### src/rtl/ppc_pkg.sv
// ppc_pkg: shared types and constants for the polygon plane clipper.
// No dependencies.
package ppc_pkg;

   localparam int CoordWidth = 32;
   localparam int MaskBits   = 8;
   localparam int DistWidth  = 64;
   localparam int FracWidth  = 32;

   typedef struct packed {
      logic [MaskBits-1:0]          mask;
      logic signed [CoordWidth-1:0] z;
      logic signed [CoordWidth-1:0] y;
      logic signed [CoordWidth-1:0] x;
   } vertex_type;

   // one edge job from the front end to the back end
   typedef struct packed {
      vertex_type                  v0;
      logic signed [DistWidth-1:0] d0;
      vertex_type                  v1;
      logic signed [DistWidth-1:0] d1;
      logic                        do_edge;
      logic                        close_edge;
      logic                        last;
   } edge_job_type;

   localparam int QueueDepth = 4;
   localparam int QueueIdxW  = 2;

   localparam logic [2:0] CsrPlaneA   = 3'd0;
   localparam logic [2:0] CsrPlaneB   = 3'd1;
   localparam logic [2:0] CsrPlaneC   = 3'd2;
   localparam logic [2:0] CsrOffset   = 3'd3;
   localparam logic [2:0] CsrPlaneBit = 3'd4;

endpackage

### src/rtl/ppc_front.sv
// ppc_front: takes vertices, computes the plane distance and pushes edge jobs.
// Depends on ppc_pkg.
module ppc_front (
   input  logic                      clock,
   input  logic                      reset,
   input  logic                      in_valid,
   output logic                      in_ready,
   input  ppc_pkg::vertex_type       in_vtx,
   input  logic                      in_last,
   input  logic signed [31:0]        plane_a,
   input  logic signed [31:0]        plane_b,
   input  logic signed [31:0]        plane_c,
   input  logic signed [31:0]        plane_offset,
   output logic                      job_valid,
   input  logic                      job_ready,
   output ppc_pkg::edge_job_type     job
);

   typedef enum logic [2:0] {
      S_IDLE, S_MUL_X, S_MUL_Y, S_MUL_Z, S_SAT, S_EDGE, S_CLOSE
   } state_type;

   state_type           state_ff, state_in;
   ppc_pkg::vertex_type cur_ff, cur_in;
   logic                last_ff, last_in;
   logic signed [65:0]  acc_ff, acc_in;
   logic signed [63:0]  prod_ff, prod_in;
   logic signed [63:0]  d_ff, d_in;
   ppc_pkg::vertex_type first_ff, first_in, prev_ff, prev_in;
   logic signed [63:0]  first_d_ff, first_d_in, prev_d_ff, prev_d_in;
   logic                have_first_ff, have_first_in;

   logic signed [31:0]  mul_a, mul_b;

   always_comb begin
      mul_a = plane_a;
      mul_b = cur_ff.x;
      unique case (state_ff)
         S_MUL_Y: begin mul_a = plane_b; mul_b = cur_ff.y; end
         S_MUL_Z: begin mul_a = plane_c; mul_b = cur_ff.z; end
         default: begin mul_a = plane_a; mul_b = cur_ff.x; end
      endcase
   end

   assign in_ready = (state_ff == S_IDLE);

   always_comb begin
      state_in      = state_ff;
      cur_in        = cur_ff;
      last_in       = last_ff;
      acc_in        = acc_ff;
      prod_in       = mul_a * mul_b;
      d_in          = d_ff;
      first_in      = first_ff;
      first_d_in    = first_d_ff;
      prev_in       = prev_ff;
      prev_d_in     = prev_d_ff;
      have_first_in = have_first_ff;
      job_valid     = 1'b0;
      job           = '0;
      unique case (state_ff)
         S_IDLE: begin
            if (in_valid) begin
               cur_in   = in_vtx;
               last_in  = in_last;
               acc_in   = 66'(plane_offset) <<< 16;
               state_in = S_MUL_X;
            end
         end
         S_MUL_X: state_in = S_MUL_Y;
         S_MUL_Y: begin
            acc_in   = acc_ff + 66'(prod_ff);
            state_in = S_MUL_Z;
         end
         S_MUL_Z: begin
            acc_in   = acc_ff + 66'(prod_ff);
            state_in = S_SAT;
         end
         S_SAT: begin
            acc_in = acc_ff + 66'(prod_ff);
            if (acc_in > 66'sh0_7FFF_FFFF_FFFF_FFFF)
               d_in = 64'sh7FFF_FFFF_FFFF_FFFF;
            else if (acc_in < -66'sh0_8000_0000_0000_0000)
               d_in = 64'sh8000_0000_0000_0000;
            else
               d_in = acc_in[63:0];
            state_in = S_EDGE;
         end
         S_EDGE: begin
            job_valid      = 1'b1;
            job.v0         = prev_ff;
            job.d0         = prev_d_ff;
            job.v1         = cur_ff;
            job.d1         = d_ff;
            job.do_edge    = have_first_ff;
            job.close_edge = 1'b0;
            job.last       = 1'b0;
            if (job_ready) begin
               if (!have_first_ff) begin
                  first_in   = cur_ff;
                  first_d_in = d_ff;
               end
               have_first_in = 1'b1;
               prev_in       = cur_ff;
               prev_d_in     = d_ff;
               state_in      = last_ff ? S_CLOSE : S_IDLE;
            end
         end
         S_CLOSE: begin
            job_valid      = 1'b1;
            job.v0         = cur_ff;
            job.d0         = d_ff;
            job.v1         = first_ff;
            job.d1         = first_d_ff;
            job.do_edge    = 1'b1;
            job.close_edge = 1'b1;
            job.last       = 1'b1;
            if (job_ready) begin
               have_first_in = 1'b0;
               state_in      = S_IDLE;
            end
         end
         default: state_in = S_IDLE;
      endcase
   end

   always_ff @(posedge clock) begin
      if (reset) begin
         state_ff      <= S_IDLE;
         have_first_ff <= 1'b0;
         first_ff      <= '0;
         first_d_ff    <= '0;
         prev_ff       <= '0;
         prev_d_ff     <= '0;
      end else begin
         state_ff      <= state_in;
         have_first_ff <= have_first_in;
         first_ff      <= first_in;
         first_d_ff    <= first_d_in;
         prev_ff       <= prev_in;
         prev_d_ff     <= prev_d_in;
      end
      cur_ff  <= cur_in;
      last_ff <= last_in;
      acc_ff  <= acc_in;
      prod_ff <= prod_in;
      d_ff    <= d_in;
   end

endmodule

### config.mk
export PLATFORM = sky130hd
export DESIGN_NAME = ppc_front
export DESIGN_NICKNAME = d
export VERILOG_FILES = /design/src/rtl/ppc_pkg.sv /design/src/rtl/ppc_front.sv
export SDC_FILE = /design/constraint.sdc
export NUM_CORES = 2
export LEC_CHECK = 0
export BUFFER_PORTS_ARGS = -buffer_cell sky130_fd_sc_hd__buf_2
export CAP_MARGIN = 20
export CORE_MARGIN = 10
export CORE_UTILIZATION = 50
export DETAILED_ROUTE_END_ITERATION = 6
export PLACE_DENSITY = 0.69
export SKIP_CTS_REPAIR_TIMING = 1
export SLEW_MARGIN = 20
export SYNTH_ARGS = -nofsm -noshare
export SYNTH_HDL_FRONTEND = slang
export SYNTH_SLANG_ARGS = --single-unit
export TNS_END_PERCENT = 30
### constraint.sdc
create_clock -name clock -period 18.15 [get_ports clock]
set_clock_uncertainty 0.1 [all_clocks]
set_input_delay 2.7225 -clock clock [delete_from_list [all_inputs] [get_ports clock]]
set_output_delay 2.7225 -clock clock [all_outputs]
set_load 0.005 [all_outputs]
# Word level (Yosys, flattened, before mapping)

Index checks and enable logic that the tools add are counted.
Widths: inputs -> output; s select.

Bits in writable memories: 0
Latch bits: 0
Output and inout bits: 341
Bits in registers: 639
Memories: 0
Input bits: 237
ROM bits: 0

Divide/modulo/power cells: 0
Bitwise gates (word level): 1
Shifts and indexed selects: 0
Equality and inequality tests: 9
Muxes and demuxes: 15
Add/sub/neg operators: 1
Multiply operators: 1
Magnitude comparators: 2
Reduce and logical (&&, ||, !) cells: 11

Operators with widths:

| cell                 | count |
|---|---|
| $pmux 339 s2         | 1 |
| $pmux 66 s2          | 1 |
| $pmux 32 s2          | 2 |
| $add 66x64->66       | 1 |
| $gt 66x64->1 const B | 1 |
| $lt 66x64->1 const B | 1 |
| $mux 66              | 1 |
| $mul 32x32->64       | 1 |
| $mux 64              | 1 |
| $pmux 3 s7           | 1 |
| $mux 3               | 4 |
| $eq 3x3->1 const B   | 3 |
| $reduce_and 3->1     | 3 |
| $eq 3x2->1 const B   | 2 |
| $ne 2x2->1 const B   | 3 |
| $reduce_and 2->1     | 3 |
| $reduce_bool 2->1    | 2 |
| $eq 3x1->1 const B   | 1 |
| $logic_not 3->1      | 1 |
| $mux 1               | 3 |
| $reduce_or 3->1      | 1 |
| $pmux 1 s2           | 1 |
| $reduce_or 2->1      | 1 |
| $not 1->1            | 1 |

# Logic depth before layout (Yosys ltp)

Depth in word-level cells: 4
Gate-level depth with buffers: 36
Gate-level depth less buffers: 31

# Worst setup path after synthesis

No wires, ideal clock.

Path kind: input-to-reg
Start: in plane_c[31]
End: reg prod_ff[61]
Arrival time: 10.342 ns
Buffers on the path: 1
Slack: 7.589 ns
Data required time: 17.931 ns
Stages: 31
Cells stage by stage: mux2i_1 o21ai_1 clkbuf_1 nand2_1 inv_1 fa_1 inv_1 fa_1 inv_1 fa_1 fa_1 inv_1 fa_1 inv_1 fa_1 inv_1 fa_1 inv_1 fa_1 ha_1 a21oi_1 nand2_1 a21o_1 a21o_1 a21o_1 a21o_1 a21oi_1 nand4b_1 o21ai_0 nand2b_1 xor2_1

Longest elaborated chain between the ends: 2

RTL lines:

| element                | RTL line         | RTL |
|---|---|---|
| start: declaration     | ppc_front.sv:12  | `input logic signed [31:0] plane_c,` |
| $pmux 32 s2            | ppc_front.sv:38  | `unique case (state_ff)` |
| $mul 32x32->64         | ppc_front.sv:52  | `prod_in = mul_a * mul_b;` |
| via prod_in[61]        | ppc_front.sv:27  | `logic signed [63:0] prod_ff, prod_in;` |
| end signal: assignment | ppc_front.sv:146 | `prod_ff <= prod_in;` |
| end: declaration       | ppc_front.sv:27  |  |

The timed path passes the listed nets, and every way through them passes these cells.
A chain may end at the register's enable or synchronous reset.

# Final worst setup path

Start: in plane_c[31]
End: reg prod_ff[63]

The elaborated chain is that of the path after synthesis.

==> impl_metrics.tcl <==
set metrics [dict create \
    synth-edff-count 235 \
    ys_seq_elements 639 \
    finalSetupViolCount 0 \
    cts_buffer_depth 3 \
    grtUsageTotal_pct 30.65 \
    root_buffer "clkbuf_16" \
    grt_pass1_vias 54020 \
    syn_inst 7047 \
    finalSetupTns_ps 0 \
    hold_violations 0 \
    initial_utilization_pct 50.36 \
    netlist_top_cells_area "fa_1 34%, dfxtp_1 13%, edfxtp_1 11%" \
    maxCapViolations 0 \
    slowest_stage "fa_1" \
    cpPeakStageDelay_ps 1100 \
    ys_warn_count 0 \
    fill_cells 11440 \
    cp_max_fo 12 \
    ys_types 79 \
    coreArea_mm2 0.1275 \
    fp.dieH_um 378.4 \
    synthFlopType "dfxtp_1" \
    synth_top_area_share_pct 33.76 \
    cp-end-kind "flip-flop" \
    postRouteAntennaNets 0 \
    floorplan.io_pins 578 \
    clkSlewWorstSetupHoldPaths_ps 60 \
    worstPathRequired_ps 18610 \
    crit_arrival_ps 11690 \
    syn2layout_area_growth_pct 10.70 \
    crit_top_cell "fa_1" \
    grt.overflow.total 0 \
    nets 8941 \
    clock-sinks 639 \
    layout-drive-gt1-share_pct 11.74 \
    max_slew_margin_pct 16.25 \
    route.detailed.drc 1 \
    syn_nets 8616 \
    max_slew.worst_pin.slew_ps 1256 \
    cts_tree "built" \
    portBuffers 577 \
    cp-start-kind "input port" \
    violations "design-rule violations" \
    synth_top_area_cell "fa_1" \
    syn_area_mm2 0.06422 \
    grt_pass1_wl_um 334400 \
    num_rows 131 \
    async_flop_share_pct 0 \
    min_period_ps 11230 \
    cts_buffers 72 \
    rsz0062_at_grt "false" \
    vias_per_cell 5.856 \
    syn_area_per_cell_um2 9.114 \
    wirelength_um 223700 \
    die-area_mm2 0.1432 \
    drt-initial-drc-count 6142 \
    h-tree-depth 3 \
    status "finished with violations" \
    num_vias 53370 \
    seq_area_frac_synth_pct 23.58 \
    insertion_delay_ps 660 \
    gp_congestion 0.9992 \
    antenna_found_initial 24 \
    achievable-frequency_ghz 0.08906 \
    crit_type "in2reg" \
    dpl.hpwl_um 170200 \
    grt_max_degree 193 \
    dr.pass1.iters 7 \
    routedWlPerCell_um 24.55 \
    die_x_um 378.4 \
    period_share_pct 61.87 \
    min_path_type "reg2reg" \
    slew_viol_final 0 \
]
final timing paths:
kind | start | endpoint | slack (ps) | depth (start not counted)
setup / recovery | plane_c[31] | prod_ff[63] | 6920 | 30
hold / removal | prev_d_ff[1] | prev_d_ff[1] | 350 | 2
setup reg to reg | state_ff[2] | prod_ff[63] | 7020 | 32
hold reg to reg | prev_d_ff[1] | prev_d_ff[1] | 350 | 2
final cells by class:
cell class / instances / area, um^2 / area share [%]
inverters: 984 / 3694 / 5.195
flip-flops and latches: 639 / 15150 / 21.31
repair buffers: 687 / 3772 / 5.306
clock inverters: 25 / 315.3 / 0.4435
well taps: 1662 / 2079 / 2.925
diodes: 21 / 52.55 / 0.07391
multi-input cells: 4988 / 43940 / 61.81
clock buffers: 107 / 2092 / 2.942
sequential cells by signal, summed over array words and instances (netlist names):
signal         cells
first_ff         104
prev_ff          104
state_ff           3
prev_d_ff         64
prod_ff           64
d_ff              64
first_d_ff        64
cur_ff           104
acc_ff            66
have_first_ff      1
last_ff            1
cell usage in the layout (no fill, tap or decap), types with 22 or more instances in the layout:
master	netlist	routed
mux2i_1	64	63
edfxtp_1	235	235
nor2_1	627	625
buf_4	1	106
xor2_1	48	48
dfxtp_1	404	403
o21ai_1	57	44
fa_1	1083	1083
nand2_1	1323	1322
clkbuf_16	0	73
a22o_1	337	337
xnor2_1	85	85
a21o_1	80	80
a21oi_1	481	473
nand2b_1	24	22
buf_2	10	576
inv_1	984	983
nand3_1	38	38
o21ai_0	183	176
o21a_1	63	61
ha_1	249	249
per-stage QoR:
| stage | hold WS, ps | cells | worst slack [ps] | utilization [%] | cell area (um^2) |
|---|---|---|---|---|---|
| floorplan | 336.0 | 7047 | 7589 | - | 64220 |
| global placement | 341.0 | 8959 | 6480 | 53.79 | 68590 |
| detailed placement | 346.2 | 8959 | 6317 | 53.79 | 68600 |
| CTS | 354.1 | 9091 | 6988 | 55.68 | 71010 |
| global route | 367.9 | 9109 | 6435 | 55.75 | 71090 |
| finish | 353.3 | 9113 | 6921 | 55.75 | 71100 |
per-layer routing:
metal / routed length (um) / share of wire (%) / track usage (%)
met1: 82570 / 37 / 38.69
met2: 102100 / 46 / 47.45
met3: 23900 / 11 / 7.798
met4: 15020 / 6.7 / 18.23
met5: 138 / 0.062 / 0
synth_stat cells, types with 3 or more instances:
library cell,n
nand2_1,1323
fa_1,1083
inv_1,984
nor2_1,627
a21oi_1,481
dfxtp_1,404
clkbuf_1,387
a22o_1,337
ha_1,249
edfxtp_1,235
o21ai_0,183
xnor2_1,85
a21o_1,80
mux2i_1,64
o21a_1,63
o21ai_1,57
xor2_1,48
nand3_1,38
buf_1,32
nand2b_1,24
o21bai_1,21
and2_1,20
a31oi_1,19
nand4_1,19
and3_1,16
nor3_1,16
nor2b_1,14
a211oi_1,11
buf_2,10
or2_2,10
a21boi_0,7
a31o_2,7
and4_1,6
clkbuf_2,6
o211ai_1,5
a211o_1,4
a221oi_1,4
a311oi_1,4
o31ai_1,4
a21oi_2,3
a41oi_1,3
o311ai_0,3
o41ai_1,3
or4_1,3
worst max-delay path, delay by kind of cell:
| family | cells | cell delay, ps |
|---|---|---|
| xor gates and xnor gates | 1 | 140 |
| and+or+nand+nor | 3 | 310 |
| adders and majority gates | 9 | 5330 |
| muxes | 1 | 410 |
| buffers and inverters | 7 | 1060 |
| AOI/OAI and AO/OA | 9 | 1710 |
logic make-up (layout without fill, tap and decap cells):
kind of cell | Yosys count | after routing | share of synthesized area [%]
flops | 639 | 639 | 23.58
buf+inv | 1420 | 1803 | 8.336
other cells | 0 | 21 | 0
compound gates | 1331 | 1331 | 13.58
xor+xnor | 133 | 133 | 1.814
simple gates | 2128 | 2128 | 13.08
mux | 64 | 64 | 0.9975
fa+ha+maj | 1332 | 1332 | 38.61
Power is not shown: default switching activity piles up to over one toggle a cycle in this logic, so the estimate is an artifact.
