--- src/rtl/ppc_pkg.sv ---
// ppc_pkg: shared types and constants for the polygon plane clipper.
// No dependencies.
package ppc_pkg;

   localparam int CoordWidth = 32;
   localparam int MaskBits   = 8;
   localparam int DistWidth  = 64;
   localparam int FracWidth  = 32;

   typedef struct packed {
      logic [MaskBits-1:0]          mask;
      logic signed [CoordWidth-1:0] z;
      logic signed [CoordWidth-1:0] y;
      logic signed [CoordWidth-1:0] x;
   } vertex_type;

   // one edge job from the front end to the back end
   typedef struct packed {
      vertex_type                  v0;
      logic signed [DistWidth-1:0] d0;
      vertex_type                  v1;
      logic signed [DistWidth-1:0] d1;
      logic                        do_edge;
      logic                        close_edge;
      logic                        last;
   } edge_job_type;

   localparam int QueueDepth = 4;
   localparam int QueueIdxW  = 2;

   localparam logic [2:0] CsrPlaneA   = 3'd0;
   localparam logic [2:0] CsrPlaneB   = 3'd1;
   localparam logic [2:0] CsrPlaneC   = 3'd2;
   localparam logic [2:0] CsrOffset   = 3'd3;
   localparam logic [2:0] CsrPlaneBit = 3'd4;

endpackage

--- src/rtl/ppc_back.sv ---
// ppc_back: runs edge jobs: passes inside vertices, divides for the crossing
// ratio, interpolates, and holds one vertex back to tag the last. Uses ppc_pkg.
module ppc_back (
   input  logic                  clock,
   input  logic                  reset,
   input  logic                  job_valid,
   output logic                  job_ready,
   input  ppc_pkg::edge_job_type job,
   input  logic [7:0]            plane_bit,
   output logic                  out_valid,
   input  logic                  out_ready,
   output ppc_pkg::vertex_type   out_vtx,
   output logic                  out_last,
   output logic                  out_empty
);

   typedef enum logic [3:0] {
      S_IDLE, S_PASS, S_DIV_INIT, S_DIV, S_LERP_X, S_LERP_Y, S_LERP_Z,
      S_LERP_END, S_PUSH, S_FINAL, S_OUT
   } state_type;

   state_type           state_ff, state_in;
   ppc_pkg::edge_job_type job_ff, job_in;
   logic [63:0]         rem_ff, rem_in, den_ff, den_in;
   logic [32:0]         r_ff, r_in;
   logic [5:0]          cnt_ff, cnt_in;
   ppc_pkg::vertex_type cand_ff, cand_in;
   ppc_pkg::vertex_type held_ff, held_in;
   logic                any_ff, any_in;
   logic                ret_ff, ret_in;   // back to this after a push
   ppc_pkg::vertex_type ov_ff, ov_in;
   logic                ol_ff, ol_in, oe_ff, oe_in, ovld_ff, ovld_in;
   logic [1:0]          lane_ff, lane_in;
   logic [63:0]         prod_ff, prod_in;
   logic                neg_ff, neg_in;
   logic signed [31:0]  pc1_ff, pc1_in;

   logic [63:0] mag0, mag1, rem_sh;
   logic        carry;
   logic signed [32:0] diff;
   logic [31:0] dmag;
   logic signed [31:0] c0, c1;
   logic [31:0] t;
   logic signed [31:0] lres_prev;

   assign mag0 = job_ff.d0[63] ? 64'(-job_ff.d0) : 64'(job_ff.d0);
   assign mag1 = job_ff.d1[63] ? 64'(-job_ff.d1) : 64'(job_ff.d1);
   assign carry  = rem_ff[63];
   assign rem_sh = {rem_ff[62:0], 1'b0};

   always_comb begin
      unique case (lane_ff)
         2'd1:    begin c0 = job_ff.v0.y; c1 = job_ff.v1.y; end
         2'd2:    begin c0 = job_ff.v0.z; c1 = job_ff.v1.z; end
         default: begin c0 = job_ff.v0.x; c1 = job_ff.v1.x; end
      endcase
   end
   assign diff = 33'(c0) - 33'(c1);
   assign dmag = diff[32] ? 32'(-diff) : diff[31:0];
   // rounded product and coordinate of the lane registered in the previous state
   assign t         = 32'((prod_ff + 64'h8000_0000) >> 32);
   assign lres_prev = neg_ff ? pc1_ff - $signed(t) : pc1_ff + $signed(t);

   assign job_ready = (state_ff == S_IDLE) && !ovld_ff;
   assign out_valid = ovld_ff;
   assign out_vtx   = ov_ff;
   assign out_last  = ol_ff;
   assign out_empty = oe_ff;

   always_comb begin
      state_in = state_ff;
      job_in   = job_ff;
      rem_in   = rem_ff;
      den_in   = den_ff;
      r_in     = r_ff;
      cnt_in   = cnt_ff;
      cand_in  = cand_ff;
      held_in  = held_ff;
      any_in   = any_ff;
      ret_in   = ret_ff;
      ov_in    = ov_ff;
      ol_in    = ol_ff;
      oe_in    = oe_ff;
      ovld_in  = ovld_ff && !out_ready;
      lane_in  = lane_ff;
      prod_in  = 64'(dmag) * 64'(r_ff[31:0]);
      neg_in   = diff[32];
      pc1_in   = c1;
      unique case (state_ff)
         S_IDLE: begin
            if (job_valid && !ovld_ff) begin
               job_in   = job;
               state_in = !job.do_edge ? (job.last ? S_FINAL : S_IDLE) :
                          (!job.d0[63] ? S_PASS : S_DIV_INIT);
               if (job.do_edge && job.d0[63] && !(job.d1 > 0))
                  state_in = job.last ? S_FINAL : S_IDLE;
            end
         end
         S_PASS: begin
            cand_in  = job_ff.v0;
            ret_in   = job_ff.d1[63];   // crossing follows
            state_in = S_PUSH;
         end
         S_DIV_INIT: begin
            den_in = mag0 + mag1;
            rem_in = mag1;
            r_in   = '0;
            cnt_in = '0;
            if (mag1 >= mag0 + mag1) begin
               r_in     = 33'h1_0000_0000;
               lane_in  = 2'd0;
               state_in = S_LERP_X;
            end else begin
               state_in = S_DIV;
            end
         end
         S_DIV: begin
            rem_in = rem_sh;
            r_in   = {r_ff[31:0], 1'b0};
            if (carry || rem_sh >= den_ff) begin
               rem_in = rem_sh - den_ff;
               r_in[0] = 1'b1;
            end
            cnt_in = cnt_ff + 1'b1;
            if (cnt_ff == 6'd31) begin
               lane_in  = 2'd0;
               state_in = S_LERP_X;
            end
         end
         // product of a lane is registered, its coordinate lands in the next state
         S_LERP_X: begin
            lane_in  = lane_ff + 2'd1;
            state_in = S_LERP_Y;
         end
         S_LERP_Y: begin
            cand_in.x = r_ff[32] ? job_ff.v0.x : lres_prev;
            lane_in   = lane_ff + 2'd1;
            state_in  = S_LERP_Z;
         end
         S_LERP_Z: begin
            cand_in.y = r_ff[32] ? job_ff.v0.y : lres_prev;
            lane_in   = lane_ff + 2'd1;
            state_in  = S_LERP_END;
         end
         S_LERP_END: begin
            cand_in.z    = r_ff[32] ? job_ff.v0.z : lres_prev;
            cand_in.mask = (job_ff.v0.mask & job_ff.v1.mask) | plane_bit;
            ret_in   = 1'b0;
            state_in = S_PUSH;
         end
         S_PUSH: begin
            held_in = cand_ff;
            any_in  = 1'b1;
            if (any_ff) begin
               ov_in   = held_ff;
               ol_in   = 1'b0;
               oe_in   = 1'b0;
               ovld_in = 1'b1;
               state_in = S_OUT;
            end else begin
               state_in = ret_ff ? S_DIV_INIT : (job_ff.last ? S_FINAL : S_IDLE);
            end
         end
         S_OUT: begin
            if (!ovld_ff)
               state_in = ret_ff ? S_DIV_INIT : (job_ff.last ? S_FINAL : S_IDLE);
         end
         S_FINAL: begin
            if (!ovld_ff) begin
               ov_in   = any_ff ? held_ff : '0;
               ol_in   = 1'b1;
               oe_in   = !any_ff;
               ovld_in = 1'b1;
               any_in  = 1'b0;
               state_in = S_IDLE;
            end
         end
         default: state_in = S_IDLE;
      endcase
   end

   always_ff @(posedge clock) begin
      if (reset) begin
         state_ff <= S_IDLE;
         any_ff   <= 1'b0;
         ovld_ff  <= 1'b0;
         held_ff  <= '0;
      end else begin
         state_ff <= state_in;
         any_ff   <= any_in;
         ovld_ff  <= ovld_in;
         held_ff  <= held_in;
      end
      job_ff  <= job_in;
      rem_ff  <= rem_in;
      den_ff  <= den_in;
      r_ff    <= r_in;
      cnt_ff  <= cnt_in;
      ret_ff  <= ret_in;
      ov_ff   <= ov_in;
      ol_ff   <= ol_in;
      oe_ff   <= oe_in;
      lane_ff <= lane_in;
      prod_ff <= prod_in;
      neg_ff  <= neg_in;
      pc1_ff  <= pc1_in;
      cand_ff <= cand_in;
   end

endmodule

--- config.mk ---
export PLATFORM = sky130hd
export DESIGN_NAME = ppc_back
export DESIGN_NICKNAME = d
export VERILOG_FILES = /design/src/rtl/ppc_pkg.sv /design/src/rtl/ppc_back.sv
export SDC_FILE = /design/constraint.sdc
export NUM_CORES = 2
export LEC_CHECK = 0
export BUFFER_PORTS_ARGS = -buffer_cell sky130_fd_sc_hd__buf_2
export CELL_PAD_IN_SITES_DETAIL_PLACEMENT = 2
export CELL_PAD_IN_SITES_GLOBAL_PLACEMENT = 2
export CORE_MARGIN = 8
export CORE_UTILIZATION = 37
export CTS_CLUSTER_DIAMETER = 30
export DETAILED_ROUTE_END_ITERATION = 7
export PLACE_DENSITY_LB_ADDON = 0.1
export SYNTH_ARGS = -nofsm -noshare
export SYNTH_HDL_FRONTEND = slang
export SYNTH_SLANG_ARGS = --single-unit
--- constraint.sdc ---
create_clock -name clock -period 12 [get_ports clock]
set_input_delay 0.6 -clock clock [delete_from_list [all_inputs] [get_ports clock]]
set_output_delay 0.6 -clock clock [all_outputs]
set_load 0.01 [all_outputs]
# Word level (Yosys, flattened, before mapping)
# Cells that the tools add are included.
# op_classes
muxes,49
reduce_logical,24
n_addsub,11
n_lt_le_gt_ge,3
multipliers,1
eq_ne,19
bitwise,2
# ops
cell,count
$mux 104,3
$pmux 32 s2,4
$pmux 104 s2,1
$mux 64,3
$mux 32,5
$ge 64x64->1,2
$neg 64->64,2
$pmux 64 s2,1
$pmux 40 s2,1
$pmux 33 s2,1
$add 64x32->64 const B,1
$add 64x64->64,1
$gt 64x1->1 const B,1
$mul 32x32->64,1
$sub 64x64->64,1
$mux 4,10
$pmux 4 s10,1
$mux 33,1
$sub 32x32->33,1
$add 32x32->32,1
$neg 32->32,1
$sub 32x32->32,1
$eq 4x3->1 const B,4
$eq 4x4->1 const B,3
other kinds (28),58
# totals
elab_cells,146
out_inout_bits,108
inputBits,351
regBits,924

# Depth between registers and ports, before layout
# logic_depth
depth_word,6
depth_mapped,52
ltp_nobuf,48

# Worst setup path before layout
# Ideal clock, no wire load.
# synth_timing
path_type,register to register
from,register lane_ff[0]
to,register prod_ff[63]
period_less_slack_ns,11.494
setup_ns,0.072
stages_incl_launch_ff,50
t_arrival_ns,11.422
required_time_ns,11.928
slack_ns,0.506
path_buffers,5
path_cell_list,edfxtp_1 inv_1 ha_1 clkbuf_1 clkbuf_1 a22oi_1 o21ai_0 ha_1 inv_1 fa_1 a21o_1 nand4_1 a31o_2 o211ai_1 a211oi_1 clkbuf_1 inv_1 clkbuf_1 (+14 left out) inv_1 fa_1 inv_1 fa_1 inv_1 ha_1 a21o_1 a21oi_1 o22ai_1 a2111oi_0 a21boi_0 nand2b_1 nor2_1 o31a_1 a31oi_1 or3_1 a21oi_1 xnor2_1
# synth_between
elab_chain_cells,6
word_cells_on_any_way,8
cone_classes,add/sub: 2; mul: 1; eq/ne: 2; mux: 3
# synth_rtl
item,line,text
"start, declared",ppc_back.sv:33,"logic [1:0] lane_ff, lane_in;"
"start signal, assigned",ppc_back.sv:203,lane_ff <= lane_in;
$eq 2x2->1 or $eq 2x1->1 (tied branches),ppc_back.sv:52,unique case (lane_ff)
$pmux 32 s2 (*),ppc_back.sv:52,
net c1[0],ppc_back.sv:42,"logic signed [31:0] c0, c1;"
$sub 32x32->33 (*),ppc_back.sv:58,assign diff = 33'(c0) - 33'(c1);
$neg 32->32,ppc_back.sv:59,assign dmag = diff[32] ? 32'(-diff) : diff[31:0];
$mux 32 (*),ppc_back.sv:59,
$mul 32x32->64 (*),ppc_back.sv:86,prod_in = 64'(dmag) * 64'(r_ff[31:0]);
net prod_in[63],ppc_back.sv:34,"logic [63:0] prod_ff, prod_in;"
"end signal, assigned",ppc_back.sv:204,prod_ff <= prod_in;
"end, declared",ppc_back.sv:34,
# The timed path passes the listed nets; every way through them passes the cells marked *.
# A chain may end at the register's enable or synchronous reset.

# Final worst setup path
# layout_timing
from,register lane_ff[0]
to,register prod_ff[62]
# Same word-level chain as after synthesis.

==> qor.log <==
INFO  drt            wl_per_cell=27.04um
INFO  sta            fin_skew=0.1368ns
INFO  placed_design  io_buffers=457
INFO  global_routing via_count_of_the_first_global_routing_pass=81887
INFO  layout         num-fill-cells=23230
INFO  layout         final_util=47.24%
INFO  logic_synthesis synth_cell_types=95
INFO  drt            dr_total_vias=70502
INFO  setup_path     cp_data_arrival_time=12.73ns
INFO  logic_synthesis edff_count_synth=717
INFO  setup_path     path_common_cell=sky130_fd_sc_hd__inv_1
INFO  layout         design.final.nets=11639
INFO  sta            timing_hold_violations_final=0
INFO  logic_synthesis synth_warnings=0
INFO  sta            unrepaired_setup_endpoints_after_global_routing=yes
INFO  logic_synthesis syn_inst=8678
INFO  cts            cts.sinks=893
INFO  sta            layout_min_cycle_time=11.93ns
INFO  global_routing gr-usage-met2=52.51%
INFO  setup_path     startpoint_type_of_the_worst_setup_path=flip-flop
INFO  floorplanning  fp.dieW=488.7um
INFO  drt            detailedRoute.firstPassIterationCount=5
INFO  drt            drtIter0Drc=3486
INFO  cts            htree_levels=4
INFO  min_path       worst_hold_path_type=input pin to flip-flop
INFO  setup_path     critical_path.max_fanout=11
INFO  sta            tightestPinTransition=1.266ns
INFO  global_routing grt_pass1_wl=530600um
INFO  floorplanning  io-pin-count=459
INFO  placed_design  dpl.hpwl=252800um
INFO  global_routing pin_count_of_the_biggest_net_entering_global_routing=155
INFO  drt            final_antenna_net_count=0
INFO  outcome        status=finished, final reports clean
INFO  sta            timing.slew.headroom=15.63%
INFO  setup_path     crit_path_max_incr_delay=0.59ns
INFO  logic_synthesis prevailing_post_synth_register_cell=sky130_fd_sc_hd__edfxtp_1
INFO  cts            clock-root-buffer=sky130_fd_sc_hd__clkbuf_16
INFO  logic_synthesis yosys_register_bits=893
INFO  sta            timing.final.crit_share=99.38%
INFO  global_routing grt_util_all_layers=29.00%
INFO  job            cap_violations=0
INFO  sta            fmax=83.85MHz
INFO  global_routing grt_most_used_layer=met2
INFO  setup_path     timing.critical_path.to_type=flip-flop
INFO  placed_design  place.gp.congestion=0.8925
INFO  drt            drt-vias-per-instance=5.395
INFO  drt            route.detailed.drc=0
INFO  logic_synthesis mappedNetlistNets=10450
INFO  setup_path     crit_slowest_cell=sky130_fd_sc_hd__fa_1
INFO  cts            cts_tree=built
INFO  layout         flow.area_growth_from_synthesis=26.91%
INFO  global_routing grt_antenna_before_repair=21
INFO  sta            finalSetupViolations=0
INFO  global_routing use_met1=33.90%
INFO  setup_path     timing_worst_setup_path_type=flip-flop to flip-flop
INFO  logic_synthesis synth-async-reset-ratio=0%
INFO  sta            timing.hold.ws=0.06188ns
INFO  cts            cts.reportedPaths.clkPinSlew=0.05ns
INFO  floorplanning  die_h=488.7um
INFO  layout         drive_gt1_share=16.83%
INFO  floorplanning  start_util=37.22%
INFO  drt            drt-total-wl=353300um
INFO  logic_synthesis syn-mean-instance-area=9.526squm
INFO  setup_path     buffer_and_inverter_count_on_the_worst_path=16
INFO  cts            cts_buffers=230
INFO  global_routing globalRoute.totalOverflow=0
INFO  floorplanning  floorplan.core_area=0.2221sqmm
INFO  logic_synthesis yosysSeqAreaShare=30.31%
INFO  setup_path     critical_path_required=12.80ns
INFO  global_routing groute.layer.met3.usage=4.273%
INFO  floorplanning  std_cell_rows=173
INFO  setup_path     crit_family=adder cells
INFO  cts            maximum_root_to_sink_buffer_count=3
INFO  floorplanning  die-area=0.2388sqmm
INFO  logic_synthesis syn-cell-area=0.08266sqmm
INFO  sta            slew_viol_final=0
INFO  cts            insertion_delay=0.94ns
## per-stage QoR
stage / area (sq um) / TNS [ns] / std cells / setup slack, ns
2_1_floorplan: 82660 / 0 / 8678 / 0.5057
3_3_place_gp: 92140 / -6.226 / 12242 / -0.6331
3_5_place_dp: 92140 / -10.96 / 12242 / -0.7444
4_1_cts: 103900 / -0.004808 / 13016 / -0.004808
5_1_grt: 104900 / -2.026 / 13057 / -0.3664
6_report: 104900 / 0 / 13067 / 0.07402
## cells in the mapped netlist, types with 14 or more instances
cell type / n / share of area (%)
sky130_fd_sc_hd__o31ai_1: 58 / 0.53
sky130_fd_sc_hd__xnor2_1: 314 / 3.3
sky130_fd_sc_hd__or4_1: 25 / 0.23
sky130_fd_sc_hd__a211oi_1: 30 / 0.27
sky130_fd_sc_hd__ha_1: 522 / 7.9
sky130_fd_sc_hd__nand2b_1: 53 / 0.40
sky130_fd_sc_hd__nand2_1: 1288 / 5.8
sky130_fd_sc_hd__and3_1: 75 / 0.57
sky130_fd_sc_hd__o21a_1: 65 / 0.59
sky130_fd_sc_hd__edfxtp_1: 717 / 26
sky130_fd_sc_hd__o41ai_1: 21 / 0.22
sky130_fd_sc_hd__nor2b_1: 169 / 1.3
sky130_fd_sc_hd__clkbuf_1: 410 / 1.9
sky130_fd_sc_hd__a31oi_1: 56 / 0.42
sky130_fd_sc_hd__a21oi_1: 529 / 3.2
sky130_fd_sc_hd__a21o_1: 196 / 1.8
sky130_fd_sc_hd__nand3_1: 85 / 0.51
sky130_fd_sc_hd__inv_1: 1190 / 5.4
sky130_fd_sc_hd__o21bai_1: 48 / 0.44
sky130_fd_sc_hd__nand4_1: 86 / 0.65
sky130_fd_sc_hd__nor4_1: 35 / 0.26
sky130_fd_sc_hd__nor2_1: 300 / 1.4
sky130_fd_sc_hd__buf_1: 14 / 0.064
sky130_fd_sc_hd__or3_1: 32 / 0.24
sky130_fd_sc_hd__fa_1: 899 / 22
sky130_fd_sc_hd__a22oi_1: 70 / 0.64
sky130_fd_sc_hd__nor3_1: 65 / 0.39
sky130_fd_sc_hd__o211ai_1: 18 / 0.16
sky130_fd_sc_hd__o21ai_0: 282 / 1.7
sky130_fd_sc_hd__xor2_1: 118 / 1.3
sky130_fd_sc_hd__and2_1: 486 / 3.7
sky130_fd_sc_hd__dfxtp_1: 176 / 4.3
sky130_fd_sc_hd__a221oi_1: 17 / 0.18
## tightest hold or removal path, cell delays in order
cell                      delay (ns)
sky130_fd_sc_hd__buf_2          0.10
sky130_fd_sc_hd__nand2_1        0.05
sky130_fd_sc_hd__nand2_1        0.06
## path summary, 6_finish.rpt
path,startpoint,endpoint,slack (ns),cells after the start
max reg2reg,lane_ff[0],prod_ff[62],0.07,48
min,plane_bit[0],cand_ff[96],0.06,3
min reg2reg,held_ff[71],held_ff[71],0.45,2
max,lane_ff[0],prod_ff[62],0.07,48
## sequential cells by signal, summed over array words and instances, names as in the netlist
signal,count
job_ff,337
cand_ff,104
held_ff,104
out_vtx,104
den_ff,64
rem_ff,64
prod_ff,33
r_ff,33
pc1_ff,32
cnt_ff,6
state_ff,4
lane_ff,2
any_ff,1
neg_ff,1
out_empty,1
out_last,1
out_valid,1
ret_ff,1
## per-layer routing
| metal | vias to the layer above | part of all wire, % |
|---|---|---|
| li1 | 31024 | - |
| met1 | 37019 | 39 |
| met2 | 1730 | 51 |
| met3 | 719 | 4.4 |
| met4 | 10 | 5.2 |
| met5 | - | 0.020 |
## final cells by class
type                    instances  area (sq um)  area share, %
multi-input cells            6161         52650          50.19
flip-flops and latches        893         25050          23.88
repair buffers               1391         10840          10.33
clock buffers                 270          6050          5.767
inverters                    1190          4467          4.258
well taps                    2975          3722          3.548
clock inverters               167          2074          1.977
diodes                         20         50.05        0.04771
## cells by family after synthesis
group	synth area share (%)
and+or+nand+nor	16.41
AOI/OAI and AO/OA	11.33
muxes	0.2936
buffers and inverters	7.392
xor gates and xnor gates	4.597
DFF	30.31
adders and majority gates	29.67
## what timing repair did
item | 4_1_cts | 5_1_grt
gates cloned | 0 | 1
endpoints found under the setup margin | 25 | 25
gates resized for setup | 61 | 187
hold buffers | 330 | 0
endpoints found under the hold margin | 330 | 0
pin swaps | 14 | 93
buffers inserted | 7 | 33
## cell usage in the layout (no fill, tap or decap), drive strengths merged, types with 22 or more instances in the layout
| cell | instances |
|---|---|
| nand2 | 1288 |
| inv | 1210 |
| buf | 1060 |
| fa | 899 |
| edfxtp | 717 |
| a21oi | 532 |
| ha | 522 |
| and2 | 486 |
| dlygate4sd3 | 330 |
| xnor2 | 314 |
| nor2 | 300 |
| o21ai | 284 |
| clkbuf | 271 |
| a21o | 196 |
| dfxtp | 176 |
| nor2b | 169 |
| xor2 | 119 |
| clkinv | 96 |
| nand3 | 87 |
| nand4 | 86 |
| and3 | 75 |
| a22oi | 70 |
| nor3 | 67 |
| o21a | 65 |
| o31ai | 58 |
| nand2b | 57 |
| a31oi | 56 |
| o21bai | 48 |
| nor4 | 37 |
| or3 | 36 |
| or4 | 32 |
| a211oi | 30 |
| bufinv | 29 |
| o41ai | 24 |
| clkinvlp | 22 |
Power is not shown: default switching activity piles up to over one toggle a cycle in this logic, so the estimate is an artifact.
