--- config.mk ---
export PLATFORM = sky130hd
export DESIGN_NAME = ppc_queue
export DESIGN_NICKNAME = d
export VERILOG_FILES = /design/src/rtl/ppc_pkg.sv /design/src/rtl/ppc_queue.sv
export SDC_FILE = /design/constraint.sdc
export NUM_CORES = 1
export LEC_CHECK = 0
export BUFFER_PORTS_ARGS = -buffer_cell sky130_fd_sc_hd__buf_2
export CAP_MARGIN = 20
export CORE_UTILIZATION = 50
export DETAILED_ROUTE_END_ITERATION = 10
export PLACE_DENSITY = 0.8
export SLEW_MARGIN = 20
export SYNTH_ARGS = -nofsm -noshare
export SYNTH_HDL_FRONTEND = slang
export SYNTH_SLANG_ARGS = --single-unit
--- constraint.sdc ---
create_clock -name clock -period 18.4 [get_ports clock]
set_input_delay 3.68 -clock clock [delete_from_list [all_inputs] [get_ports clock]]
set_output_delay 3.68 -clock clock [all_outputs]
set_load 0.02 [all_outputs]
--- src/rtl/ppc_pkg.sv ---
// ppc_pkg: shared types and constants for the polygon plane clipper.
// No dependencies.
package ppc_pkg;

   localparam int CoordWidth = 32;
   localparam int MaskBits   = 8;
   localparam int DistWidth  = 64;
   localparam int FracWidth  = 32;

   typedef struct packed {
      logic [MaskBits-1:0]          mask;
      logic signed [CoordWidth-1:0] z;
      logic signed [CoordWidth-1:0] y;
      logic signed [CoordWidth-1:0] x;
   } vertex_type;

   // one edge job from the front end to the back end
   typedef struct packed {
      vertex_type                  v0;
      logic signed [DistWidth-1:0] d0;
      vertex_type                  v1;
      logic signed [DistWidth-1:0] d1;
      logic                        do_edge;
      logic                        close_edge;
      logic                        last;
   } edge_job_type;

   localparam int QueueDepth = 4;
   localparam int QueueIdxW  = 2;

   localparam logic [2:0] CsrPlaneA   = 3'd0;
   localparam logic [2:0] CsrPlaneB   = 3'd1;
   localparam logic [2:0] CsrPlaneC   = 3'd2;
   localparam logic [2:0] CsrOffset   = 3'd3;
   localparam logic [2:0] CsrPlaneBit = 3'd4;

endpackage

--- src/rtl/ppc_queue.sv ---
// ppc_queue: small FIFO of edge jobs between front and back end.
// Depends on ppc_pkg.
module ppc_queue (
   input  logic                  clock,
   input  logic                  reset,
   input  logic                  wr_valid,
   output logic                  wr_ready,
   input  ppc_pkg::edge_job_type wr_data,
   output logic                  rd_valid,
   input  logic                  rd_ready,
   output ppc_pkg::edge_job_type rd_data
);

   ppc_pkg::edge_job_type           mem_ff [ppc_pkg::QueueDepth];
   logic [ppc_pkg::QueueIdxW-1:0]   wptr_ff, rptr_ff;
   logic [ppc_pkg::QueueIdxW:0]     count_ff;
   logic                            push, pop;

   assign wr_ready = (count_ff != 3'(ppc_pkg::QueueDepth));
   assign rd_valid = (count_ff != '0);
   assign rd_data  = mem_ff[rptr_ff];
   assign push     = wr_valid && wr_ready;
   assign pop      = rd_valid && rd_ready;

   always_ff @(posedge clock) begin
      if (reset) begin
         wptr_ff  <= '0;
         rptr_ff  <= '0;
         count_ff <= '0;
      end else begin
         if (push) wptr_ff <= wptr_ff + 1'b1;
         if (pop) rptr_ff <= rptr_ff + 1'b1;
         count_ff <= count_ff + {2'b0, push} - {2'b0, pop};
      end
      if (push) mem_ff[wptr_ff] <= wr_data;
   end

endmodule

# After elaboration in Yosys (flattened, before gate mapping)
# Memory sizes are Yosys's and may differ from the RTL's. A register that Yosys moved wholly into a read port is not among the register bits.
# Cells that the tools add are included.
# Widths: inputs -> output; s select.
# word_totals
register_bits,7
latchBits,0
ramBits,1356
rom_bits,0
inputBits,343
output_inout_bits,341
elab_cells,16
memories,1
# memory_table
memory,words,word_bits,read_ports,rd_ports_with_merged_regs,write_ports,line_no,text
mem_ff,4,339,1,1,1,ppc_queue.sv:14,ppc_pkg::edge_job_type mem_ff [ppc_pkg::QueueDepth];
# classes
addsub,4
multipliers,0
div,0
magnitude_cmp,0
eq_ne,1
shifts,0
muxes,4
n_bitwise,0
n_reduce_logical,3
# ops
operator,count
$add 2x1->2 const B,2
$mux 2,2
$add 3x1->3,1
$ne 3x3->1 const B,1
$reduce_bool 3->1,1
$sub 3x1->3,1
$logic_and 1x1->1,2
$mux 1,2

# Logic depth before layout (Yosys ltp)
# Gate-level depths: netlist of run 1.
# depth
word_depth,4
mapped_depth,11

# Worst setup path after synthesis of run 1
# No wires, ideal clock.
# synth_timing
kind,input to register
start,input wr_valid
end,memory mem_ff[0][0] (netlist bit) (enable)
setup_ns,0.745
arrival_ns,11.751
t_required_ns,17.655
path_slack_ns,5.904
cell_stages,2
path_buffers,0
cell_sequence,a21boi_1 -> and2_1
# synth_via
elab_chain_len,3
# synth_rtl
item,line_no,text
"start, declared",ppc_queue.sv:6,"input logic wr_valid,"
$logic_and 1x1->1,ppc_queue.sv:22,assign push = wr_valid && wr_ready;
$mux 1,ppc_queue.sv:35,if (push) mem_ff[wptr_ff] <= wr_data;
$mux 1 (not written as such),ppc_queue.sv:35,
"end, declared",ppc_queue.sv:14,
# Every way passes these cells.

==> summary.log, run 1 <==
[outcome] run status finished, final reports clean
[detailed_routing] vias after detailed routing 22700
[power_and_ir_drop] switching fraction of total power 29.2%
[detailed_routing] routed length on met3 11.2 mm
[power_and_ir_drop] total net switching power 2540 uW
[detailed_routing] total iterations of the first detailed-routing run 6
[cts] sinks on the clock net 1365
[worst_setup_path] total buffers and inverters traversed by the critical path 3
[final_layout] utilization after layout 59.5%
[detailed_routing] highest routed metal layer met5
[worst_setup_path] flop2flop setup slack 13.58 ns
[detailed_routing] Vias/cell 5.66
[placed_design] placer's final routability congestion estimate 0.771
[power_and_ir_drop] sequential cell fraction of total power 45.0%
[sta] slew at the pin with the worst max-slew slack 1.31 ns
[grt] pin count of the biggest net entering global routing 157
[detailed_routing] met2 wire length 55.0 mm
[sta] Slew headroom 12.4%
[sta] worst clock skew 0.0348 ns
[final_layout] leading cell type in the layout, fill and taps excluded sky130_fd_sc_hd__edfxtp_1
[power_and_ir_drop] Power Internal 6180 uW
[final_layout] final net count 2932
[detailed_routing] DR WL/cell 26.4 um
[power_and_ir_drop] combinational share of power 24.4%
[yosys] Synth Net Count 2170
[cts] root buf cell sky130_fd_sc_hd__clkbuf_16
[cts] number of hold buffers added after cts 0
[yosys] area fraction of the dominant cell type after synthesis 82.3%
[detailed_routing] DRC Markers 0
[worst_setup_path] largest delay contributor family on the critical path buffers and inverters
[worst_hold_path] start point of the worst min-delay path wptr_ff[1]
[yosys] synthesized cell area 49500 um^2
[placed_design] IO buf count 683
[sta] Final setup viols 0
[power_and_ir_drop] clock share of power 30.6%
[sta] total count of hold-check failures in the final report 0
[final_layout] multi-input gate area in the final layout 7910 um^2
[floorplan] die outline area 100000 um^2
[worst_setup_path] Setup crit start kind register
[floorplan] top-level port count 684
[yosys] Yosys warnings 0
[cts] clock-pin slew reported for the worst setup and hold paths after clock tree synthesis 0.06 ns
[sta] final worst-path cycle share 43.0%
[placed_design] DP Wirelength 60.1 mm
[sta] total negative setup slack 0 ns
[floorplan] number of rows in the core area 115
[power_and_ir_drop] Max rail drop VDD 0.000123 V
[detailed_routing] Antenna Violating Nets Remaining 0
[worst_hold_path] path category of the worst min-delay check reg2reg
[grt] wire length of the first global-routing pass 150 mm
[sta] minimum clock period 7.91 ns
[worst_setup_path] depth of the worst register-to-register path 6
[cts] maximum number of buffers from clock root to sink 3
[cts] H-Tree Depth 4
[detailed_routing] number of design-rule violations left by the first detailed-router iteration 2069
[yosys] count of mapped cells out of synthesis 1820
[worst_hold_path] worst hold path cell count 2
[worst_setup_path] largest fanout on the critical path 109
[final_layout] share of cells above drive strength 1 45.9%
[grt] grt total ovfl 0
[yosys] Avg Inst Size Synth 27.2 um^2
[detailed_routing] Met1 Wirelength 36.1 mm
[grt] Overall Global Routing Usage 20.6%
[cts] clock buffer count from CTS 134
[worst_setup_path] crit-path cells buf_12, buf_4, mux4_2, buf_2
[worst_hold_path] worst hold path endpoint wptr_ff[1]
[run] Max Cap Viol 0
[floorplan] area of the core 98100 um^2
[sta] number of max-slew violations in the final report 0
[floorplan] die height 317 um
[yosys] post-synthesis sequential element count 1365
[yosys] cell accounting for the most synthesized area sky130_fd_sc_hd__edfxtp_1
[worst_setup_path] arrival time reported for the critical path endpoint 4.23 ns
[worst_setup_path] launch point of the worst reg-to-reg path count_ff[1]
[yosys] Seq/Total Area, Yosys 82.7%
[grt] number of global-route vias before repair 23800
[worst_setup_path] CP Capture Type output port
[worst_setup_path] Setup CP Type reg2out
[final_layout] area used by sequential logic in the layout 40900 um^2
[final_layout] layout overhead on the synthesized area 18.1%
[yosys] dominant cells by area after synthesis sky130_fd_sc_hd__edfxtp_1, sky130_fd_sc_hd__mux4_2, sky130_fd_sc_hd__buf_6
[yosys] Cell variety after synth 25
[sta] unrepaired setup endpoints after global routing no
[power_and_ir_drop] ratio of total power to cell area 149 nW/um^2
[cts] clock insertion delay at the later pin of the skew report 0.75 ns
[power_and_ir_drop] Leakage Power 0.0193 uW
[worst_setup_path] worst stage delay on the critical path 0.90 ns
[detailed_routing] total wire length after detailed routing 106 mm
[sta] top achievable clock speed 126 MHz
[cts] number of buffers added for setup after CTS 0
[final_layout] commonest non-fill, non-tap cells in the layout sky130_fd_sc_hd__edfxtp_1, sky130_fd_sc_hd__buf_2, sky130_fd_sc_hd__mux4_2, sky130_fd_sc_hd__clkbuf_16, sky130_fd_sc_hd__clkbuf_1
[worst_setup_path] Worst path slowest cell sky130_fd_sc_hd__buf_4
[floorplan] x dimension of the die 317 um
[worst_setup_path] critical path data required time 14.72 ns
[final_layout] number of fillers in the final layout 6590
[grt] initial antenna violation count 41
[floorplan] Starting Density 50.4%
[worst_setup_path] worst reg2reg endpoint mem_ff[1][132]
[cts] clock tree from TritonCTS yes
[cts] quantity of gates resized following cts 0
tightest hold or removal path, delay by kind of cell, from the launching register on:
family	cells	cell delay, ns
flip-flops	1	0.34
multiplexers	1	0.06
AND/OR/NAND/NOR	1	0.09
stage by stage:
step	std cells	hold WS (ns)	setup WS [ns]	instance area [um^2]	power, uW
6_report	4003	0.544	10.49	58400	8720
5_1_grt	3985	0.572	10.14	58400	9030
4_1_cts	3973	0.540	10.36	58400	8790
3_5_place_dp	3733	0.526	10.37	54100	6100
3_3_place_gp	3733	0.493	10.54	54100	6040
2_1_floorplan	1820	0.482	5.90	49500	5580
power by group through the flow:
stage	Combinational, uW	Clock, uW	Sequential, uW
floorplan	1520	0	4060
global placement	2090	0	3950
detailed placement	2120	0	3980
CTS	2150	2710	3930
global route	2240	2830	3950
finish	2130	2660	3930
layer usage:
| metal | global-route usage (%) | vias up |
|---|---|---|
| met2 | 34.9 | 1087 |
| met4 | 7.53 | 40 |
| li1 | - | 9510 |
| met3 | 8.27 | 239 |
| met1 | 23.4 | 11800 |
| met5 | 0 | - |
cells in the mapped netlist:
master                        n
sky130_fd_sc_hd__ha_1         6
sky130_fd_sc_hd__nor2b_1      1
sky130_fd_sc_hd__dfxtp_1      9
sky130_fd_sc_hd__xor2_1       2
sky130_fd_sc_hd__nand2_1      1
sky130_fd_sc_hd__mux4_2     339
sky130_fd_sc_hd__a21boi_1     1
sky130_fd_sc_hd__nand2b_1     2
sky130_fd_sc_hd__inv_1        5
sky130_fd_sc_hd__or3_1        1
sky130_fd_sc_hd__edfxtp_1  1356
sky130_fd_sc_hd__mux2i_1      1
sky130_fd_sc_hd__buf_8       13
sky130_fd_sc_hd__xnor2_1      1
sky130_fd_sc_hd__clkbuf_1     6
sky130_fd_sc_hd__buf_4        2
sky130_fd_sc_hd__fa_1         1
sky130_fd_sc_hd__mux2_2       1
sky130_fd_sc_hd__buf_6       23
sky130_fd_sc_hd__o31a_1       1
sky130_fd_sc_hd__nor2_1       8
sky130_fd_sc_hd__o311ai_0     1
sky130_fd_sc_hd__buf_2       33
sky130_fd_sc_hd__and2_1       5
sky130_fd_sc_hd__nor3_1       1
cell type report:
cell class	instances	share of cell area (%)
Antenna cell	30	0.128
Multi-Input combinational cell	373	13.5
Clock inverter	71	1.18
Inverter	5	0.0321
Timing Repair Buffer	703	6.26
Clock buffer	169	6.11
Tap cell	1287	2.76
Sequential cell	1365	70.0
state kept, by name (all words and copies together) (netlist names), named ones only:
register / flops
mem_ff: 1356
count_ff: 3
rptr_ff: 2
wptr_ff: 2
worst max path at each step:
stage	from	end	slack, ns	cells past startpoint
global placement	wr_valid	mem_ff[1][131]	10.54	6
global route	register	rd_data[118]	10.14	4
finish	register	rd_data[118]	10.49	4
detailed placement	wr_valid	mem_ff[1][195]	10.37	6
CTS	register	rd_data[118]	10.36	4
floorplan	wr_valid	mem_ff[0][0]	5.90	2
cell families after synthesis:
logic type      count (synthesis)  synth area share, %
simple gates                   19                0.192
compound gates                  3               0.0506
fa+ha+maj                       7                0.192
flops                        1365                 82.7
buf+inv                        82                 1.37
xor+xnor                        3               0.0531
mux                           341                 15.5
No activity file was read; power rests on OpenSTA's default activity.
==> inputs of run 2 (changes only) <==
==> constraint.sdc (replaced) <==
create_clock -name clock -period 7.9 [get_ports clock]
set_input_delay 1.58 -clock clock [delete_from_list [all_inputs] [get_ports clock]]
set_output_delay 1.58 -clock clock [all_outputs]
set_load 0.02 [all_outputs]
==> run 2 against run 1 <==
- clock skew is 0.019 ns lower
- wire length is 0.95% lower
- total power is 130% higher
- non-clock buffer count stayed put
- setup slack worse by 7.6 ns
- critical path depth stayed put
- critical path type unchanged
- worst hold slack better by 0.050 ns
- sequential power is 130% higher
- cell area is 0.12% lower
- global-route usage is 0.18 points lower
- via count is 0.56% higher
==> summary.log, run 2 (synthesis results as in run 1) <==
[sta] Final setup viols 0
[detailed_routing] vias after detailed routing 22800
[worst_setup_path] Setup CP Type reg2out
[power_and_ir_drop] clock share of power 29.8%
[placed_design] placer's final routability congestion estimate 0.775
[worst_setup_path] crit-path cells buf_12, buf_4, mux4_2, buf_2
[grt] initial antenna violation count 43
[power_and_ir_drop] Leakage Power 0.0192 uW
[sta] slew at the pin with the worst max-slew slack 1.29 ns
[sta] number of max-slew violations in the final report 0
[final_layout] share of cells above drive strength 1 45.5%
[power_and_ir_drop] switching fraction of total power 29.3%
[detailed_routing] total iterations of the first detailed-routing run 5
[cts] clock tree from TritonCTS yes
[grt] wire length of the first global-routing pass 149 mm
[floorplan] Starting Density 50.4%
[sta] top achievable clock speed 199 MHz
[floorplan] top-level port count 684
[sta] worst clock skew 0.0159 ns
[worst_setup_path] largest fanout on the critical path 36
[sta] total count of hold-check failures in the final report 0
[cts] clock insertion delay at the later pin of the skew report 0.73 ns
[worst_setup_path] launch point of the worst reg-to-reg path count_ff[1]
[floorplan] number of rows in the core area 115
[power_and_ir_drop] combinational share of power 24.7%
[floorplan] area of the core 98100 um^2
[worst_setup_path] Setup crit start kind register
[final_layout] number of fillers in the final layout 6585
[final_layout] area of all placed cells without fillers 58400 um^2
[placed_design] placed cell area 54200 um^2
[cts] root buf cell sky130_fd_sc_hd__clkbuf_16
[sta] total negative setup slack 0 ns
[final_layout] commonest non-fill, non-tap cells in the layout sky130_fd_sc_hd__edfxtp_1, sky130_fd_sc_hd__buf_2, sky130_fd_sc_hd__mux4_2, sky130_fd_sc_hd__clkbuf_16, sky130_fd_sc_hd__clkbuf_1
[worst_hold_path] start point of the worst min-delay path rptr_ff[1]
[detailed_routing] Vias/cell 5.70
[cts] clock-pin slew reported for the worst setup and hold paths after clock tree synthesis 0.06 ns
[cts] number of hold buffers added after cts 0
[worst_hold_path] path category of the worst min-delay check reg2reg
[sta] minimum clock period 5.04 ns
[worst_setup_path] worst stage delay on the critical path 0.88 ns
[worst_setup_path] arrival time reported for the critical path endpoint 3.46 ns
[power_and_ir_drop] Max rail drop VDD 0.000316 V
[grt] number of global-route vias before repair 24000
[floorplan] die height 317 um
[sta] final worst-path cycle share 63.7%
[worst_setup_path] Worst path slowest cell sky130_fd_sc_hd__dfxtp_4
[placed_design] IO buf count 683
[floorplan] x dimension of the die 317 um
[final_layout] final net count 2931
[power_and_ir_drop] total net switching power 5890 uW
[final_layout] area used by sequential logic in the layout 40900 um^2
[outcome] run status finished, final reports clean
[worst_setup_path] CP Capture Type output port
[floorplan] die outline area 100000 um^2
[final_layout] flip-flop count of the largest register after layout 1356
[grt] grt total ovfl 0
[cts] H-Tree Depth 4
[detailed_routing] number of design-rule violations left by the first detailed-router iteration 1817
[placed_design] DP Wirelength 61.0 mm
[run] Max Cap Viol 0
[power_and_ir_drop] sequential cell fraction of total power 45.5%
[grt] Overall Global Routing Usage 20.4%
[detailed_routing] Antenna Violating Nets Remaining 0
[final_layout] multi-input gate area in the final layout 7910 um^2
[final_layout] largest registers mem_ff x1356, count_ff x3
[worst_setup_path] critical path data required time 6.32 ns
[power_and_ir_drop] Power Internal 14200 uW
[final_layout] Biggest register mem_ff
[detailed_routing] DR WL/cell 26.2 um
[final_layout] layout overhead on the synthesized area 18.0%
[power_and_ir_drop] ratio of total power to cell area 345 nW/um^2
[cts] quantity of gates resized following cts 0
[cts] maximum number of buffers from clock root to sink 3
[detailed_routing] DRC Markers 0
[cts] sinks on the clock net 1365
[sta] Slew headroom 14.0%
[grt] pin count of the biggest net entering global routing 154
[sta] unrepaired setup endpoints after global routing no
[final_layout] leading cell type in the layout, fill and taps excluded sky130_fd_sc_hd__edfxtp_1
[detailed_routing] total wire length after detailed routing 105 mm
[cts] number of buffers added for setup after CTS 0
[cts] clock buffer count from CTS 133
## run 2: worst max-delay path: cells and delay by family, from the launching register on
family	cells	cell delay, ns
buffers and inverters	3	1.14
DFF	1	0.88
muxes	1	0.64
## run 2: worst paths after layout
check / to / slack (ns) / cells after the start
worst min register to register: register / 0.59 / 2
worst max register to register: mem_ff[0][261] / 4.40 / 5
worst max-delay path: rd_data[134] / 2.86 / 4
worst min-delay path: register / 0.59 / 2
## run 2: final cells by class
cell class              count  share of cell area [%]
inverters                   5                  0.0322
well taps                1287                    2.76
repair buffers            703                    6.39
multi-input cells         373                    13.5
clock inverters            65                   0.883
diodes                     29                   0.124
flip-flops and latches   1365                    70.1
clock buffers             175                    6.17
## run 2: metrics by stage
step | total power, uW | hold slack [ns] | std cells | util [%] | setup slack (ns)
2_1_floorplan | 12800 | 0.482 | 1820 | - | 1.29
3_3_place_gp | 14100 | 0.491 | 3733 | 55.2 | 3.52
3_5_place_dp | 14200 | 0.530 | 3733 | 55.2 | 3.39
4_1_cts | 20300 | 0.596 | 3973 | 59.4 | 2.72
5_1_grt | 20800 | 0.593 | 3988 | 59.4 | 2.60
6_report | 20100 | 0.594 | 4002 | 59.5 | 2.86
## run 2: power by group through the flow
stage / registers [uW] / logic, uW / clock network (uW)
global route: 9210 / 5240 / 6360
detailed placement: 9290 / 4960 / 0
global placement: 9210 / 4900 / 0
finish: 9150 / 4980 / 5990
CTS: 9160 / 5030 / 6100
floorplan: 9270 / 3540 / 0
## run 2: layer usage
metal  global-route usage, %  up-vias  wire, um  part of all wire [%]
li1                        -     9512         -                     -
met1                    23.9    11800     36400                    35
met2                    34.4     1204     53400                    51
met3                    7.10      253     10800                    10
met4                    8.25       32      3820                   3.7
met5                       0        -       209                  0.20
==> inputs of run 3 (changes only) <==
--- a/config.mk
+++ b/config.mk
@@ -9,7 +9,7 @@
 export CAP_MARGIN = 20
 export CORE_UTILIZATION = 50
 export DETAILED_ROUTE_END_ITERATION = 10
-export PLACE_DENSITY = 0.8
+export PLACE_DENSITY = 0.83
 export SLEW_MARGIN = 20
 export SYNTH_ARGS = -nofsm -noshare
 export SYNTH_HDL_FRONTEND = slang
==> constraint.sdc (replaced) <==
create_clock -name clock -period 4.4 [get_ports clock]
set_input_delay 0.88 -clock clock [delete_from_list [all_inputs] [get_ports clock]]
set_output_delay 0.88 -clock clock [all_outputs]
set_load 0.02 [all_outputs]
==> run 3 against run 2 <==
- total power up 83%
- non-clock buffer count up 59
- combinational power grew 86%
- via count grew 1.5%
- critical path depth fell by 1
- wire length grew 4.8%
- worst hold slack worse by 0.24 ns
==> summary.log, run 3 (synthesis results as in run 1) <==
[floorplan] top-level port count 684
[sta] slew at the pin with the worst max-slew slack 0.649 ns
[cts] clock tree from TritonCTS yes
[worst_setup_path] launch point of the worst reg-to-reg path count_ff[1]
[final_layout] area used by sequential logic in the layout 40900 um^2
[worst_setup_path] Setup CP Type reg2out
[final_layout] area of all placed cells without fillers 59100 um^2
[power_and_ir_drop] combinational share of power 25.1%
[sta] unrepaired setup endpoints after global routing no
[power_and_ir_drop] Max rail drop VDD 0.000629 V
[placed_design] IO buf count 683
[final_layout] utilization after layout 60.2%
[cts] H-Tree Depth 4
[power_and_ir_drop] switching fraction of total power 29.5%
[power_and_ir_drop] Power Internal 25900 uW
[cts] maximum number of buffers from clock root to sink 3
[power_and_ir_drop] Leakage Power 0.0197 uW
[floorplan] number of rows in the core area 115
[cts] quantity of gates resized following cts 0
[placed_design] placer's final routability congestion estimate 0.792
[cts] clock-pin slew reported for the worst setup and hold paths after clock tree synthesis 0.06 ns
[sta] total count of hold-check failures in the final report 0
[sta] Slew headroom 56.8%
[sta] Final setup viols 0
[detailed_routing] DR WL/cell 27.0 um
[final_layout] Biggest register mem_ff
[cts] number of hold buffers added after cts 0
[detailed_routing] total iterations of the first detailed-routing run 5
[placed_design] DP Wirelength 68.1 mm
[grt] initial antenna violation count 40
[floorplan] Starting Density 50.4%
[final_layout] post-route insts no fill 4069
[grt] Overall Global Routing Usage 21.5%
[detailed_routing] total wire length after detailed routing 110 mm
[placed_design] placed cell area 54700 um^2
[sta] worst clock skew 0.0252 ns
[detailed_routing] DRC Markers 0
[detailed_routing] number of design-rule violations left by the first detailed-router iteration 2015
[final_layout] largest registers mem_ff x1356, count_ff x3
[worst_setup_path] arrival time reported for the critical path endpoint 2.85 ns
[outcome] run status finished, final reports clean
[cts] clock insertion delay at the later pin of the skew report 0.74 ns
[power_and_ir_drop] sequential cell fraction of total power 44.5%
[detailed_routing] Antenna Violating Nets Remaining 0
[cts] sinks on the clock net 1365
[cts] root buf cell sky130_fd_sc_hd__clkbuf_16
[power_and_ir_drop] ratio of total power to cell area 622 nW/um^2
[sta] final worst-path cycle share 84.8%
[final_layout] flip-flop count of the largest register after layout 1356
[worst_setup_path] CP Capture Type output port
[final_layout] layout overhead on the synthesized area 19.4%
[sta] minimum clock period 3.73 ns
[sta] top achievable clock speed 268 MHz
[final_layout] multi-input gate area in the final layout 7910 um^2
[sta] number of max-slew violations in the final report 0
[floorplan] die height 317 um
[grt] wire length of the first global-routing pass 157 mm
[placed_design] count of placed standard cells including taps 3792
[final_layout] leading cell type in the layout, fill and taps excluded sky130_fd_sc_hd__edfxtp_1
[worst_setup_path] largest fanout on the critical path 61
[power_and_ir_drop] clock share of power 30.3%
[floorplan] x dimension of the die 317 um
[final_layout] final net count 2992
[detailed_routing] vias after detailed routing 23200
[grt] pin count of the biggest net entering global routing 84
[worst_setup_path] Setup crit start kind register
[final_layout] share of cells above drive strength 1 47.1%
[run] Max Cap Viol 0
[grt] grt total ovfl 0
[grt] number of global-route vias before repair 24500
[final_layout] number of fillers in the final layout 6462
[power_and_ir_drop] total net switching power 10800 uW
[worst_hold_path] start point of the worst min-delay path wr_data[23]
[final_layout] commonest non-fill, non-tap cells in the layout sky130_fd_sc_hd__edfxtp_1, sky130_fd_sc_hd__buf_2, sky130_fd_sc_hd__mux4_2, sky130_fd_sc_hd__clkbuf_16, sky130_fd_sc_hd__buf_4
[floorplan] die outline area 100000 um^2
[detailed_routing] Vias/cell 5.69
[floorplan] area of the core 98100 um^2
[cts] number of buffers added for setup after CTS 0
[cts] clock buffer count from CTS 135
[worst_setup_path] critical path data required time 3.52 ns
[worst_hold_path] path category of the worst min-delay check in2reg
-- run 3: path summary, 6_finish.rpt --
kind | to | cells past startpoint | slack, ns
setup / recovery | rd_data[25] | 3 | 0.67
hold / removal | mem_ff[2][23] | 1 | 0.35
setup reg to reg | count_ff[2] | 11 | 1.70
hold reg to reg | register | 2 | 0.52
-- run 3: cell type report --
class / instances / area share (%)
inverters: 5 / 0.0318
diodes: 36 / 0.152
flip-flops and latches: 1365 / 69.2
clock buffers: 158 / 5.88
clock inverters: 83 / 1.36
multi-input cells: 373 / 13.4
well taps: 1287 / 2.73
repair buffers: 762 / 7.23
-- run 3: power groups by stage --
stage          clock [uW]  combinational (uW)  sequential, uW
2_1_floorplan           0                6350           16700
3_3_place_gp            0                9070           16500
3_5_place_dp            0                9220           16600
4_1_cts             11400                9360           16400
5_1_grt             11800                9760           16500
6_report            11200                9240           16400
-- run 3: worst max-delay path, cell delays in order, from the launching register on --
cell,delay [ns]
sky130_fd_sc_hd__dfxtp_4,0.73
sky130_fd_sc_hd__buf_12,0.49
sky130_fd_sc_hd__mux4_2,0.61
sky130_fd_sc_hd__buf_2,0.19
-- run 3: layer usage --
metal	share of wire (%)	track usage [%]	routed length (um)
met5	0.16	0	175
met2	52	36.9	57300
met3	10	7.38	11300
met4	3.0	8.35	3320
met1	34	25.0	37600
-- run 3: stage by stage --
stage | worst slack [ns] | TNS, ns | hold WS, ns | total power [uW]
after global routing | 0.478 | 0 | 0.307 | 38000
after detailed placement | 1.35 | 0 | 0.519 | 25800
after floorplan | -1.51 | -2044.86 | 0.482 | 23000
after global placement | 1.37 | 0 | 0.491 | 25500
final | 0.668 | 0 | 0.353 | 36800
after CTS | 0.558 | 0 | 0.289 | 37100
